===== config.mk =====
export PLATFORM = sky130hd
export DESIGN_NAME = color_gradient_stop_lookup
export DESIGN_NICKNAME = d
export VERILOG_FILES = /design/src/hdl/cgsl_pkg.sv /design/src/hdl/color_gradient_stop_lookup.sv /design/src/hdl/cgsl_ram.sv /design/src/hdl/cgsl_scan.sv /design/src/hdl/cgsl_blend.sv
export SDC_FILE = /design/constraint.sdc
export NUM_CORES = 2
export LEC_CHECK = 0
export BUFFER_PORTS_ARGS = -buffer_cell sky130_fd_sc_hd__buf_4
export CAP_MARGIN = 20
export CORE_AREA = 2 2 498 376
export CTS_CLUSTER_DIAMETER = 150
export DETAILED_ROUTE_END_ITERATION = 10
export DIE_AREA = 0 0 500 378
export HOLD_SLACK_MARGIN = 0.12
export MAX_ROUTING_LAYER = met4
export PLACE_DENSITY_LB_ADDON = 0.3
export SLEW_MARGIN = 30
export SYNTH_ARGS = -nofsm -noshare
export SYNTH_HDL_FRONTEND = slang
export SYNTH_SLANG_ARGS = --single-unit

===== constraint.sdc =====
create_clock -name i_clk -period 17.3 [get_ports i_clk]
set_input_delay 1.73 -clock i_clk [delete_from_list [all_inputs] [get_ports i_clk]]
set_output_delay 1.73 -clock i_clk [all_outputs]
set_load 0.05 [all_outputs]

===== src/hdl/cgsl_pkg.sv =====
// ----------------------------------------------------------------------------
// cgsl_pkg
// Shared types and constants for the gradient stop lookup block.
// ----------------------------------------------------------------------------
package cgsl_pkg;

    localparam int POS_W    = 17;
    localparam int COLOR_W  = 24;
    localparam int CH_W     = 8;
    localparam int NUM_CH   = 3;
    localparam int SLOT_W   = 4;
    localparam int PROD_W   = CH_W + POS_W;
    localparam int DVS_W    = POS_W + CH_W - 1;
    localparam int ENTRY_W  = POS_W + COLOR_W;

    typedef enum logic [1:0] {
        OP_WRITE  = 2'd0,
        OP_DELETE = 2'd1,
        OP_CLEAR  = 2'd2,
        OP_LOOKUP = 2'd3
    } t_opcode;

    typedef struct packed {
        t_opcode              opcode;
        logic [SLOT_W-1:0]    slot;
        logic [POS_W-1:0]     position;
        logic [COLOR_W-1:0]   color;
    } t_in_item;

    typedef struct packed {
        logic [COLOR_W-1:0]   color_out;
        logic                 hit;
        logic                 empty_error;
    } t_out_item;

    typedef struct packed {
        logic                 has_a;
        logic                 has_b;
        logic [POS_W-1:0]     pos_a;
        logic [POS_W-1:0]     pos_b;
        logic [COLOR_W-1:0]   color_a;
        logic [COLOR_W-1:0]   color_b;
    } t_scan_res;

    typedef enum logic [2:0] {
        ST_IDLE,
        ST_SCAN,
        ST_SCAN_END,
        ST_RESOLVE,
        ST_BLEND,
        ST_DONE
    } t_state;

    typedef enum logic [1:0] {
        BL_IDLE,
        BL_MUL0,
        BL_MUL1,
        BL_DIV
    } t_blend_ph;

endpackage


===== src/hdl/color_gradient_stop_lookup.sv =====
// ----------------------------------------------------------------------------
// color_gradient_stop_lookup
// Gradient stop table with write, delete, clear and interpolated color lookup.
// Write, delete and clear go straight to the done state; a lookup scans all
// MAX_STOPS slots, then resolves, and when interpolated blends the 3 channels
// in turn on a shared multiplier and a 1-bit-per-cycle divide before done.
// One transaction at a time; the next can be accepted the cycle after the result is loaded.
// Reset (synchronous, active low) clears all stop valid bits and the sequencer.
// ----------------------------------------------------------------------------
module color_gradient_stop_lookup
    import cgsl_pkg::*;
#(
    parameter int MAX_STOPS = 16
) (
    input  logic      i_clk,
    input  logic      i_rst_n,
    input  logic      i_in_valid,
    output logic      o_in_stall,
    input  t_in_item  i_in_data,
    output logic      o_out_valid,
    input  logic      i_out_stall,
    output t_out_item o_out_data
);

    localparam int IW = $clog2(MAX_STOPS);

    t_state              r_state;
    t_state              n_state;
    logic [MAX_STOPS-1:0] r_valid;
    logic [IW-1:0]       r_idx;
    logic [IW-1:0]       r_cmp_idx;
    logic                r_cmp_live;
    logic [POS_W-1:0]    r_key;
    logic [COLOR_W-1:0]  r_color;
    logic                r_hit;
    logic                r_err;
    logic                r_out_valid;
    t_out_item           r_out;

    logic                w_accept;
    logic                w_slot_ok;
    logic [IW-1:0]       w_slot_idx;
    logic                w_wr_en;
    logic                w_rd_en;
    logic                w_load_out;
    logic                w_interp;
    logic                w_blend_start;
    logic [ENTRY_W-1:0]  w_rd_data;
    t_scan_res           w_res;
    logic                w_blend_done;
    logic [COLOR_W-1:0]  w_blend_color;

    assign w_accept   = i_in_valid && !o_in_stall;
    assign w_slot_ok  = (int'(i_in_data.slot) < MAX_STOPS);
    assign w_slot_idx = IW'(i_in_data.slot);
    assign w_interp   = w_res.has_a && w_res.has_b && (w_res.pos_a != r_key);

    always_comb begin
        n_state = r_state;
        case (r_state)
            ST_IDLE: begin
                if (w_accept) begin
                    n_state = (i_in_data.opcode == OP_LOOKUP) ? ST_SCAN : ST_DONE;
                end
            end
            ST_SCAN: begin
                if (r_idx == IW'(MAX_STOPS - 1)) begin
                    n_state = ST_SCAN_END;
                end
            end
            ST_SCAN_END: begin
                n_state = ST_RESOLVE;
            end
            ST_RESOLVE: begin
                n_state = w_interp ? ST_BLEND : ST_DONE;
            end
            ST_BLEND: begin
                if (w_blend_done) begin
                    n_state = ST_DONE;
                end
            end
            ST_DONE: begin
                if (!r_out_valid || !i_out_stall) begin
                    n_state = ST_IDLE;
                end
            end
            default: begin
                n_state = ST_IDLE;
            end
        endcase
    end

    always_comb begin
        o_in_stall    = (r_state != ST_IDLE);
        w_wr_en       = w_accept && (i_in_data.opcode == OP_WRITE) && w_slot_ok;
        w_rd_en       = (r_state == ST_SCAN);
        w_blend_start = (r_state == ST_RESOLVE) && w_interp;
        w_load_out    = (r_state == ST_DONE) && (!r_out_valid || !i_out_stall);
    end

    always_ff @(posedge i_clk) begin
        if (!i_rst_n) begin
            r_state     <= ST_IDLE;
            r_valid     <= '0;
            r_cmp_live  <= 1'b0;
            r_out_valid <= 1'b0;
        end else begin
            r_state    <= n_state;
            r_cmp_live <= w_rd_en;
            if (w_accept) begin
                case (i_in_data.opcode)
                    OP_WRITE: begin
                        if (w_slot_ok) begin
                            r_valid[w_slot_idx] <= 1'b1;
                        end
                    end
                    OP_DELETE: begin
                        if (w_slot_ok) begin
                            r_valid[w_slot_idx] <= 1'b0;
                        end
                    end
                    OP_CLEAR: begin
                        r_valid <= '0;
                    end
                    default: begin
                    end
                endcase
            end
            if (w_load_out) begin
                r_out_valid <= 1'b1;
            end else if (!i_out_stall) begin
                r_out_valid <= 1'b0;
            end
        end

        r_cmp_idx <= r_idx;
        if (w_accept) begin
            r_key   <= i_in_data.position;
            r_idx   <= '0;
            r_color <= '0;
            r_err   <= 1'b0;
            r_hit   <= (i_in_data.opcode == OP_DELETE) && w_slot_ok && r_valid[w_slot_idx];
        end else if (r_state == ST_SCAN) begin
            r_idx <= r_idx + IW'(1);
        end else if (r_state == ST_RESOLVE) begin
            if (!w_res.has_a && !w_res.has_b) begin
                r_err <= 1'b1;
            end else if (!w_res.has_a) begin
                r_hit   <= 1'b1;
                r_color <= w_res.color_b;
            end else if (!w_interp) begin
                r_hit   <= 1'b1;
                r_color <= w_res.color_a;
            end
        end else if ((r_state == ST_BLEND) && w_blend_done) begin
            r_hit   <= 1'b1;
            r_color <= w_blend_color;
        end

        if (w_load_out) begin
            r_out.color_out   <= r_color;
            r_out.hit         <= r_hit;
            r_out.empty_error <= r_err;
        end
    end

    cgsl_ram #(
        .WIDTH (ENTRY_W),
        .DEPTH (MAX_STOPS)
    ) u_stop_ram (
        .i_clk     (i_clk),
        .i_wr_en   (w_wr_en),
        .i_wr_addr (w_slot_idx),
        .i_wr_data ({i_in_data.position, i_in_data.color}),
        .i_rd_en   (w_rd_en),
        .i_rd_addr (r_idx),
        .o_rd_data (w_rd_data)
    );

    cgsl_scan u_scan (
        .i_clk   (i_clk),
        .i_rst_n (i_rst_n),
        .i_clear (w_accept),
        .i_live  (r_cmp_live),
        .i_valid (r_valid[r_cmp_idx]),
        .i_pos   (w_rd_data[ENTRY_W-1:COLOR_W]),
        .i_color (w_rd_data[COLOR_W-1:0]),
        .i_key   (r_key),
        .o_res   (w_res)
    );

    cgsl_blend u_blend (
        .i_clk   (i_clk),
        .i_rst_n (i_rst_n),
        .i_start (w_blend_start),
        .i_res   (w_res),
        .i_key   (r_key),
        .o_done  (w_blend_done),
        .o_color (w_blend_color)
    );

    assign o_out_valid = r_out_valid;
    assign o_out_data  = r_out;

endmodule


===== src/hdl/cgsl_ram.sv =====
// ----------------------------------------------------------------------------
// cgsl_ram
// Generic single-write, single-read RAM with registered read data.
// ----------------------------------------------------------------------------
module cgsl_ram #(
    parameter int WIDTH = 8,
    parameter int DEPTH = 16,
    localparam int AW   = $clog2(DEPTH)
) (
    input  logic             i_clk,
    input  logic             i_wr_en,
    input  logic [AW-1:0]    i_wr_addr,
    input  logic [WIDTH-1:0] i_wr_data,
    input  logic             i_rd_en,
    input  logic [AW-1:0]    i_rd_addr,
    output logic [WIDTH-1:0] o_rd_data
);

    logic [WIDTH-1:0] r_mem [DEPTH];
    logic [WIDTH-1:0] r_rd_data;

    always_ff @(posedge i_clk) begin
        if (i_wr_en) begin
            r_mem[i_wr_addr] <= i_wr_data;
        end
        if (i_rd_en) begin
            r_rd_data <= r_mem[i_rd_addr];
        end
    end

    assign o_rd_data = r_rd_data;

endmodule


===== src/hdl/cgsl_scan.sv =====
// ----------------------------------------------------------------------------
// cgsl_scan
// Tracks the bracketing stops (last at or below key, first above) over a scan.
// ----------------------------------------------------------------------------
module cgsl_scan
    import cgsl_pkg::*;
(
    input  logic               i_clk,
    input  logic               i_rst_n,
    input  logic               i_clear,
    input  logic               i_live,
    input  logic               i_valid,
    input  logic [POS_W-1:0]   i_pos,
    input  logic [COLOR_W-1:0] i_color,
    input  logic [POS_W-1:0]   i_key,
    output t_scan_res          o_res
);

    t_scan_res r_res;
    logic      w_below;
    logic      w_take_a;
    logic      w_take_b;

    assign w_below  = (i_pos <= i_key);
    assign w_take_a = i_live && i_valid && w_below && (!r_res.has_a || i_pos >= r_res.pos_a);
    assign w_take_b = i_live && i_valid && !w_below && (!r_res.has_b || i_pos < r_res.pos_b);

    always_ff @(posedge i_clk) begin
        if (!i_rst_n) begin
            r_res.has_a <= 1'b0;
            r_res.has_b <= 1'b0;
        end else if (i_clear) begin
            r_res.has_a <= 1'b0;
            r_res.has_b <= 1'b0;
        end else begin
            if (w_take_a) begin
                r_res.has_a <= 1'b1;
            end
            if (w_take_b) begin
                r_res.has_b <= 1'b1;
            end
        end
        if (w_take_a) begin
            r_res.pos_a   <= i_pos;
            r_res.color_a <= i_color;
        end
        if (w_take_b) begin
            r_res.pos_b   <= i_pos;
            r_res.color_b <= i_color;
        end
    end

    assign o_res = r_res;

endmodule


===== src/hdl/cgsl_blend.sv =====
// ----------------------------------------------------------------------------
// cgsl_blend
// Per-channel linear blend: shared multiplier, then restoring divide by span.
// ----------------------------------------------------------------------------
module cgsl_blend
    import cgsl_pkg::*;
(
    input  logic               i_clk,
    input  logic               i_rst_n,
    input  logic               i_start,
    input  t_scan_res          i_res,
    input  logic [POS_W-1:0]   i_key,
    output logic               o_done,
    output logic [COLOR_W-1:0] o_color
);

    t_blend_ph            r_ph;
    t_blend_ph            n_ph;
    logic [1:0]           r_ch;
    logic [2:0]           r_step;
    logic [POS_W-1:0]     r_da;
    logic [POS_W-1:0]     r_db;
    logic [POS_W-1:0]     r_span;
    logic [DVS_W-1:0]     r_dvs;
    logic [PROD_W-1:0]    r_num;
    logic [CH_W-1:0]      r_q;
    logic [COLOR_W-1:0]   r_ca;
    logic [COLOR_W-1:0]   r_cb;
    logic [COLOR_W-1:0]   r_res;
    logic                 r_done;
    logic                 n_done;

    logic [CH_W-1:0]      w_m_a;
    logic [POS_W-1:0]     w_m_b;
    logic [PROD_W-1:0]    w_prod;
    logic [PROD_W-1:0]    w_trial;
    logic                 w_qbit;
    logic [CH_W-1:0]      w_q_next;

    assign w_m_a    = (r_ph == BL_MUL0) ? r_ca[CH_W-1:0] : r_cb[CH_W-1:0];
    assign w_m_b    = (r_ph == BL_MUL0) ? r_db : r_da;
    assign w_prod   = PROD_W'(w_m_a * w_m_b);
    assign w_trial  = PROD_W'(r_dvs);
    assign w_qbit   = (r_num >= w_trial);
    assign w_q_next = {r_q[CH_W-2:0], w_qbit};

    always_comb begin
        n_ph = r_ph;
        case (r_ph)
            BL_IDLE: begin
                if (i_start) begin
                    n_ph = BL_MUL0;
                end
            end
            BL_MUL0: begin
                n_ph = BL_MUL1;
            end
            BL_MUL1: begin
                n_ph = BL_DIV;
            end
            BL_DIV: begin
                if (r_step == 3'd0) begin
                    if (r_ch == 2'(NUM_CH - 1)) begin
                        n_ph = BL_IDLE;
                    end else begin
                        n_ph = BL_MUL0;
                    end
                end
            end
            default: begin
                n_ph = BL_IDLE;
            end
        endcase
    end

    always_comb begin
        n_done = (r_ph == BL_DIV) && (r_step == 3'd0) && (r_ch == 2'(NUM_CH - 1));
    end

    always_ff @(posedge i_clk) begin
        if (!i_rst_n) begin
            r_ph   <= BL_IDLE;
            r_done <= 1'b0;
        end else begin
            r_ph   <= n_ph;
            r_done <= n_done;
        end

        case (r_ph)
            BL_IDLE: begin
                if (i_start) begin
                    r_da   <= i_key - i_res.pos_a;
                    r_db   <= i_res.pos_b - i_key;
                    r_span <= i_res.pos_b - i_res.pos_a;
                    r_ca   <= i_res.color_a;
                    r_cb   <= i_res.color_b;
                    r_ch   <= 2'd0;
                end
            end
            BL_MUL0: begin
                r_num <= w_prod;
            end
            BL_MUL1: begin
                r_num  <= r_num + w_prod;
                r_dvs  <= {r_span, {(CH_W-1){1'b0}}};
                r_step <= 3'd7;
            end
            BL_DIV: begin
                if (w_qbit) begin
                    r_num <= r_num - w_trial;
                end
                r_q    <= w_q_next;
                r_dvs  <= r_dvs >> 1;
                r_step <= r_step - 3'd1;
                if (r_step == 3'd0) begin
                    r_res <= {w_q_next, r_res[COLOR_W-1:CH_W]};
                    r_ca  <= r_ca >> CH_W;
                    r_cb  <= r_cb >> CH_W;
                    r_ch  <= r_ch + 2'd1;
                end
            end
            default: begin
            end
        endcase
    end

    assign o_done  = r_done;
    assign o_color = r_res;

endmodule

==> metrics <==
vias in the first global route=26900; vias=around 26000; slowest cell delay on critical path=about 0.76 ns; die width=500 microns; area share of the largest cell type after synthesis=between 60% and 70%; Post-synth top flop=edfxtp_1; TritonCTS Buffers=around 110; Post-CTS Hold Fix Bufs=0; final period demand of the worst path=8.48 ns; core area=185000 sq um; htree depth=3; hold crit path type=reg2reg; cell mode on critical path=fa_1; area occupied by multi-input gates=~17000 sq um; Root Buffer=clkbuf_16; Layout area overhead=14.8%; Synth warnings=0; Fill cells=17900; outcome=finished, final reports clean; initial antenna violation count=19; routability cong.=0.806; fmax=0.118 GHz; Die Ht=378 microns; first-pass GRT wire length=between 150000 and 200000 microns; Max-Cap Viols=0; Routed Antenna Nets=0; top post-synthesis cells by area=edfxtp_1 61%, mux4_2 9.8%, ha_1 5.1%; Clock transition at path regs=0.06 ns; kind of critical path=reg2reg; worst hold margin=~0.43 ns; WL/cell=20.6 microns; critical path arrival=8.88 ns; post-CTS setup buffer count=0; pre-CTS setup slack=8.80 ns; CP Buf/Inv Count=4; Final Instance Area=56800 sq um; CP endpoint kind=flip-flop; relative max-transition margin=34.5%; worst clock skew=0.0531 ns; placed cell area=53300 sq um; async set or reset register ratio after synthesis=0%; Syn Nets=3490; FF-to-FF setup slack=8.82 ns; Initial Util=26.8%; DR pass1 iterations=5; Critical Path RT=17.71 ns; Seq/Total Area, Yosys=about 64%; mapped cell area=49500 sq um; final setup TNS=0 ns; Ports=79; final setup vio count=0; Slew @ Worst Pin=0.982 ns; Clock Tree Buf Depth=3; Seq cells post-synth=1066; critical path's slowest cell=mux2i_1; Synth area leader=edfxtp_1; IO buf count=a little under 80; launching element type of the critical path=flip-flop; pin count of the biggest net entering global routing=~140; cells after synthesis=3142; final hold vios=0; final setup margin=8.82 ns; worst-path fanout max=32; drt drc=0; WL final=approximately 120000 microns; clk sinks=between 1000 and 1500; Total Routing Usage GR=13.0%; Clock Latency Late Sink=around 0.73 ns; GRT overflow=0; TritonCTS clock tree=built; Yosys cell types=73; RSZ-0062 raised after global routing=false; DP HPWL=between 70000 and 80000 microns; EDFF count, synth=1007; post-route clock period utilization=49.0%; Resized Gates After CTS=0; Nets=~3600; layout cells sized above 1=17.9%; Via density=4.57; area taken by flip-flops and latches=31400 sq um; count of pins over their slew limit=0; site row count=about 140; DRT iter0 DRCs=~2200; Avg Cell Area, Syn=around 16 sq um; full die area=between 150000 and 200000 sq um; Crit path max-delay family=adder cells
sequential cells by signal, indices dropped and copies added, names as in the netlist, 2 cells and up:
signal / count
u_blend.r_num: 25
u_blend.r_ch: 2
u_blend.r_ph: 2
r_color: 24
u_blend.o_color: 24
u_blend.r_da: 17
u_blend.r_db: 17
u_blend.r_q: 7
r_idx: 4
u_scan.o_res: 84
r_cmp_idx: 4
u_blend.r_step: 3
o_out_data: 26
r_key: 17
r_valid: 16
u_blend.r_dvs: 24
u_blend.r_span: 17
u_stop_ram.o_rd_data: 41
u_blend.r_cb: 24
r_state: 3
u_blend.r_ca: 24
u_stop_ram.r_mem: 656
routing by layer:
layer	share of wire, %	vias to the layer above	GRT usage, %
met4	1.5	0	2.40
met2	45	589	19.4
met5	0	-	-
li1	-	12300	-
met1	48	13500	18.3
met3	5.7	132	2.61
per-stage QoR:
step | std cells | util, %
after floorplan | 3142 | -
after global placement | 5586 | 28.9
after detailed placement | 5586 | 28.9
after CTS | 5779 | 30.7
after global routing | 5792 | 30.8
final | 5792 | 30.8
placed cells by master (no fill, tap or decap), types with 29 or more instances in the layout:
master / count
clkbuf_16: 106
nand2_1: 101
fa_1: 95
mux4_2: 215
buf_4: 120
clkbuf_1: 35
xnor2_1: 65
inv_1: 230
mux2_2: 58
edfxtp_1: 1007
mux2i_1: 47
dfxtp_1: 54
nor2_1: 250
a21oi_1: 123
nand3_1: 29
nor2b_1: 51
a211oi_1: 36
o21ai_0: 75
a21o_1: 38
ha_1: 200
cells in the mapped netlist, drive strengths merged, types with 26 or more instances:
library cell / n
xor2: 28
mux2i: 50
a211oi: 36
dfxtp: 59
a21oi: 126
ha: 202
mux4: 215
a21o: 38
mux2: 58
o21ai: 79
clkbuf: 89
and2: 26
fa: 95
edfxtp: 1007
nor2b: 51
nand3: 29
xnor2: 65
nand2: 101
inv: 232
nor2: 269
final cells by class:
cell class / count / share of cell area, %
Antenna cell: 10 / 0.0441
Clock inverter: 52 / 1.11
Tap cell: 2432 / 5.36
Inverter: 233 / 1.54
Sequential cell: 1066 / 55.4
Multi-Input combinational cell: 1732 / 29.9
Clock buffer: 141 / 4.90
Timing Repair Buffer: 126 / 1.78
logic make-up (layout without fill, tap and decap cells):
kind of cell,Yosys count,in the layout,share of synthesized area [%]
buffers and inverters,344,552,2.61
muxes,323,323,12.1
xor gates and xnor gates,93,93,1.65
AOI/OAI and AO/OA,426,426,5.61
other,0,10,0
DFF,1066,1066,63.5
adders and majority gates,297,297,8.95
and+or+nand+nor,593,593,5.55
final timing paths:
path | startpoint | endpoint | depth (start not counted)
max | u_blend.r_ph[1] | u_blend.r_num[24] | 29
min | u_blend.r_q[6] | u_blend.o_color[23] | 0
max reg2reg | u_blend.r_ph[1] | u_blend.r_num[24] | 29
min reg2reg | u_blend.r_q[6] | u_blend.o_color[23] | 0
Power is not shown: default switching activity piles up to over one toggle a cycle in this logic, so the estimate is an artifact.
